`src/sv/lag_pkg.sv`:
```
// shared types, constants and field layout for the life automaton generation unit
// no dependencies

package lag_pkg;

    localparam int MAX_COLS = 256;
    localparam int MAX_ROWS = 128;

    localparam int COL_W      = $clog2(MAX_COLS);
    localparam int ROW_W      = $clog2(MAX_ROWS);
    localparam int ACOL_W     = COL_W + 1;
    localparam int AROW_W     = ROW_W + 1;
    localparam int ADDR_W     = ROW_W + COL_W;
    localparam int GRID_DEPTH = 1 << ADDR_W;

    localparam int ROW_FIELD_W = 7;
    localparam int COL_FIELD_W = 8;
    localparam int FUNC_W      = 2;
    localparam int IN_DATA_W   = 16;
    localparam int OUT_DATA_W  = 8;

    localparam int GW_W       = 9;
    localparam int GH_W       = 8;
    localparam int CFG_DATA_W = 9;
    localparam int CFG_IDX_W  = 1;
    localparam int GW_RESET   = 256;
    localparam int GH_RESET   = 128;

    localparam int SUM_W         = 4;
    localparam int BIRTH_COUNT   = 3;
    localparam int SURVIVE_COUNT = 2;

    typedef enum logic [FUNC_W-1:0] {
        FUNC_WRITE = 2'd0,
        FUNC_READ  = 2'd1,
        FUNC_GEN   = 2'd2
    } t_func;

    typedef enum logic [CFG_IDX_W-1:0] {
        CFG_GRID_WIDTH  = 1'b0,
        CFG_GRID_HEIGHT = 1'b1
    } t_cfg_idx;

    typedef struct packed {
        logic clr_en;
        logic accept;
        logic exec;
        logic scan_start;
        logic scan_step;
        logic out_load;
    } t_cmd;

    typedef struct packed {
        logic clr_last;
        logic is_gen;
        logic scan_last;
    } t_sts;

endpackage

```
`src/sv/lag_ctrl.sv`:
```
// sequencing state machine: clearing pass, cell access, generation scan, result handoff
// depends on lag_pkg

module lag_ctrl import lag_pkg::*; (
    input  logic i_clk,
    input  logic i_rst_n,
    input  logic i_s_tvalid,
    output logic o_s_tready,
    output logic o_m_tvalid,
    input  logic i_m_tready,
    input  t_sts i_sts,
    output t_cmd o_cmd
);

    typedef enum logic [2:0] {
        S_CLEAR,
        S_IDLE,
        S_EXEC,
        S_GEN,
        S_DRAIN,
        S_FINISH
    } t_state;

    t_state r_state;
    t_state n_state;
    logic   r_m_valid;
    logic   n_m_valid;

    always_comb begin
        n_state   = r_state;
        n_m_valid = r_m_valid;
        o_cmd     = '0;
        if (r_m_valid && i_m_tready) begin
            n_m_valid = 1'b0;
        end
        case (r_state)
            S_CLEAR: begin
                o_cmd.clr_en = 1'b1;
                if (i_sts.clr_last) begin
                    n_state = S_IDLE;
                end
            end
            S_IDLE: begin
                if (i_s_tvalid) begin
                    o_cmd.accept = 1'b1;
                    n_state      = S_EXEC;
                end
            end
            S_EXEC: begin
                o_cmd.exec = 1'b1;
                if (i_sts.is_gen) begin
                    o_cmd.scan_start = 1'b1;
                    n_state          = S_GEN;
                end else begin
                    n_state = S_FINISH;
                end
            end
            S_GEN: begin
                o_cmd.scan_step = 1'b1;
                if (i_sts.scan_last) begin
                    n_state = S_DRAIN;
                end
            end
            S_DRAIN: begin
                n_state = S_FINISH;
            end
            S_FINISH: begin
                if (!r_m_valid || i_m_tready) begin
                    o_cmd.out_load = 1'b1;
                    n_m_valid      = 1'b1;
                    n_state        = S_IDLE;
                end
            end
            default: begin
                n_state = S_IDLE;
            end
        endcase
    end

    always_ff @(posedge i_clk) begin
        if (!i_rst_n) begin
            r_state   <= S_CLEAR;
            r_m_valid <= 1'b0;
        end else begin
            r_state   <= n_state;
            r_m_valid <= n_m_valid;
        end
    end

    assign o_s_tready = r_state == S_IDLE;
    assign o_m_tvalid = r_m_valid;

endmodule

```
`config.mk`:
```
export PLATFORM = sky130hd
export DESIGN_NAME = lag_ctrl
export DESIGN_NICKNAME = d
export VERILOG_FILES = /design/src/sv/lag_pkg.sv /design/src/sv/lag_ctrl.sv
export SDC_FILE = /design/constraint.sdc
export NUM_CORES = 1
export LEC_CHECK = 0
export BUFFER_PORTS_ARGS = -buffer_cell sky130_fd_sc_hd__clkbuf_2
export CAP_MARGIN = 20
export CORE_AREA = 2 2 39 41
export CTS_CLUSTER_DIAMETER = 80
export DETAILED_ROUTE_END_ITERATION = 8
export DIE_AREA = 0 0 41 43
export GPL_TIMING_DRIVEN = 0
export PLACE_DENSITY = 0.4
export SKIP_LAST_GASP = 1
export SYNTH_ARGS = -nofsm -noshare
export SYNTH_HDL_FRONTEND = slang
export SYNTH_SLANG_ARGS = --single-unit
```
`constraint.sdc`:
```
create_clock -name i_clk -period 1.8 [get_ports i_clk]
set_input_delay 0 -clock i_clk [delete_from_list [all_inputs] [get_ports i_clk]]
set_output_delay 0 -clock i_clk [all_outputs]
set_load 0.005 [all_outputs]
```
Yosys cells after proc, flatten, opt, wreduce, memory -nomap -nowiden
Index checks and enable logic that the tools add are counted.

Eq/ne operators: 9. Muxes and demuxes: 17. Reduce and logical (&&, ||, !) cells: 5.

Operators with widths (count): $pmux W3 S6 (1); $mux W3 (5); $mux W1 (10); $ne A2 B2 Y1 const B (4); $eq A3 B2 Y1 const B (2); $eq A3 B3 Y1 const B (2); $reduce_and A4 Y1 (1); $eq A3 B1 Y1 const B (1); $logic_not A3 Y1 (1); $mux W2 (1); $logic_and A1 B1 Y1 (1); $logic_not A1 Y1 (1); $logic_or A1 B1 Y1 (1).

Register bits: 4. Input port bits: 7. Output and inout port bits: 8. Logic and storage cells: 33.

Logic depth before layout (Yosys ltp)
Word-level depth: 4. Depth in mapped cells: 4. Depth with buffers taken out: 3.

Worst setup path before layout
Ideal clock, no wire load.

Kind: reg2reg. Start: register r_state[0]. End: register r_state[2]. Library setup time: 116 ps. Arrival time: 802 ps. Data required time: 1684 ps. Path slack: 882 ps. Cell stages (with the launch flop): 5. Buffers on the path: 1. Clock period less this slack: 918 ps. Path through: dfxtp_1 -> buf_6 -> nand2_1 -> o21ai_0 -> a31o_2.

Cells in the longest elaborated chain, start to end: 3. Elaborated cells on any way between the ends: 12. Classes of those cells: eq/ne: 9; mux: 1; reduce/logical: 2.

RTL lines: start: declaration (RTL line lag_ctrl.sv:24) `t_state r_state;`; start signal: assignment (RTL line lag_ctrl.sv:85) `r_state <= n_state;`; $eq A3 B3 Y1, or another cell as far along (RTL line lag_ctrl.sv:36) `case (r_state)`; $ne A2 B2 Y1 (no source line); $reduce_and A4 Y1 (no source line).

Several ways; a longest one is shown, not always the timed one. A chain may end at the register's enable or synchronous reset.

==> impl_results.md <==
* Status: completed
* Worst Setup SP: r_state[1]
* Row count at 14
* RSZ-0062 raised after global routing: no
* Post_cts resized at 0
* Total of max-cap violations at 0
* Slew @ Worst Pin at 0.339 ns
* TritonCTS clock tree: done
* 1st-iter DRT viols at 5
* Max Clock Freq at 822 MHz
* Share of cells above drive strength 1 at 56.5%
* Vias in the first global route at 230
* Vias per cell at 4.23
* Hold Crit Start: i_rst_n
* PortBufs at 14
* Final nets at 55
* Switching share of power at 25.4%
* Largest net degree at the start of global routing at 10
* Syn Std Cell Area at 269 um^2
* Worst-Skew Late Latency at 0.23 ns
* Worst Setup End Kind: primary output
* Finished Core Util at 27.6%
* Die area at 1760 um^2
* Starting density of the core at 19.4%
* Power per cell area at 759 nW/um^2
* #FFs+latches synth at 4
* Share of the synthesized area in the top cell type at 29.8%
* Hold endpoint: r_state[1]
* Hold Vio Cnt, Final at 0
* Synth-to-Final Area Change at 41.9%
* Logic pwr share at 27.3%
* Setup TNS at 0 ns
* Hold Crit Class: in -> reg
* Most area-consuming cells after synthesis: dfxtp_1 (30%), nor2b_4 (15%), and2_4 (6.5%)
* Design area at 382 um^2
* Max clock buf depth at 2
* Core box area at 1380 um^2
* Switching pwr at 73.5 uW
* Clk sinks at 4
* Cell count after synthesis at 29
* Reg power frac at 34.9%
* Clk pwr share at 37.8%
* Clk Tree Root Cell: clkbuf_4
* Leakage power at 0.000180 uW
* CTS Buf Count at 3
* Synth unique cells at 19
* CTS Hold Buffers Added at 0
* Ant. Diodes at 0
* DRC at 0
* VDD IR max at 0.248 mV
* Vias at 262
* Die Height at 43 um
* Min Tclk post-route at 1.22 ns
* Antenna viol nets, final at 0
* DRT Pass-1 Iters at 4
* RR Endpoint: r_state[2]
* Critical Path Source Type: flip-flop
* Critical Setup Path Class: reg -> out
* Main flop type after synthesis: dfxtp_1
* WL/cell at 8.87 um
* Final GP Congestion at 0.707
* Initial antenna violation count at 0
* WL final at 550 um
* Cell-internal power at 216 uW
* WP data arrival at 1.22 ns
* Sequential-to-total area share from yosys stat at 29.8%
* FF-to-FF Start: r_state[0]
* Final setup fails at 0
* Clk_skew at 0.00276 ns
* Hold-critical path depth at 3
* Worst reg2reg path depth at 4
* Max FO, Critical Path at 6
* First-pass GRT wire length at 938 um
* Yosys warns at 0
* Worst-path clk slew at 0.04 ns
* Ys async rst share at 0%
* Die Span X at 41 um
* Syn_nets at 36
* Gr usage total at 8.22%
* Cell accounting for the most synthesized area: dfxtp_1
* GRT overflow at 0
* Post-Syn Area per Cell at 9.28 um^2
* Slew margin rel. at 77.4%
* Post-synth EDFFs at 0
* CTS H-Tree Depth at 1
* Crit share post-route at 67.6%
* Area after DPL at 359 um^2
* Setup bufs post-CTS at 0
* Io pins at 15
* Fillers at 163
* Worst endpoint required time at 1.80 ns
* Flop2flop setup slack at 0.83 ns
* Max-slew violation count at 0
[power by group through the flow]
stage          combinational [uW]  clock (uW)  sequential, uW
2_1_floorplan                54.0           0             102
3_3_place_gp                 80.8           0             103
3_5_place_dp                 80.9           0             103
4_1_cts                      81.1         116             101
5_1_grt                      88.8         122             102
6_report                     79.1         109             101
[cells in the mapped netlist, types with 2 or more instances]
cell type and number:
a21boi_1 2, dfxtp_1 4, nor2b_4 3, and2_4 2, nand2_1 3, a21oi_1 2
[placed cells by master (no fill, tap or decap), types with 2 or more instances in the layout]
cell,n
nor2b_4,3
a21oi_1,2
nand2_1,3
clkbuf_4,3
dfxtp_1,4
a21boi_1,2
and2_4,2
clkbuf_2,14
[state kept, by name (all words and copies together), names as in the netlist]
name        flops
r_state         3
o_m_tvalid      1
[per-layer routing]
layer	up-vias	part of all wire, %	GRT usage (%)
met5	-	0	0
met1	111	47	10.6
met2	13	46	9.69
li1	138	-	-
met4	0	0	6.00
met3	0	7.5	4.71
[final cells by class]
cell class | instances | area, um^2 | share of cell area [%]
sequential | 4 | 80.1 | 21.0
timing repair buffer | 14 | 70.1 | 18.4
clock buffer | 3 | 22.5 | 5.90
buffer | 1 | 11.3 | 2.95
tap | 16 | 20.0 | 5.25
multi-input combinational | 24 | 178 | 46.6
[metrics by stage]
stage	total power, uW	std cells	hold slack (ns)	worst slack, ns
finish	290	62	0.0689	0.584
global route	313	62	0.0781	0.492
CTS	298	62	0.0645	0.565
detailed placement	184	59	0.307	0.817
global placement	184	59	0.301	0.806
floorplan	155	29	0.112	0.882
[worst max path at each step]
stage | endpoint | slack (ns) | depth (start not counted)
after global routing | o_cmd[4] | 0.49 | 4
after CTS | o_cmd[4] | 0.57 | 5
after global placement | o_cmd[4] | 0.81 | 4
final | o_cmd[4] | 0.58 | 4
after floorplan | r_state[2] | 0.88 | 4
after detailed placement | o_cmd[4] | 0.82 | 4
[cell families (layout without fill, tap and decap cells)]
group / after synthesis / in the layout / synth area share, %
buf+inv: 1 / 18 / 4.19
compound gates: 8 / 8 / 19.5
flops: 4 / 4 / 29.8
simple gates: 16 / 16 / 46.5
[critical path: stages, from the launching register on]
cell and delay, ns:
dfxtp_1 0.39, and2b_4 0.22, nor2b_4 0.12, and2_4 0.15
clkbuf_2 0.10
Note: power is estimated with default switching activity, not from simulation.
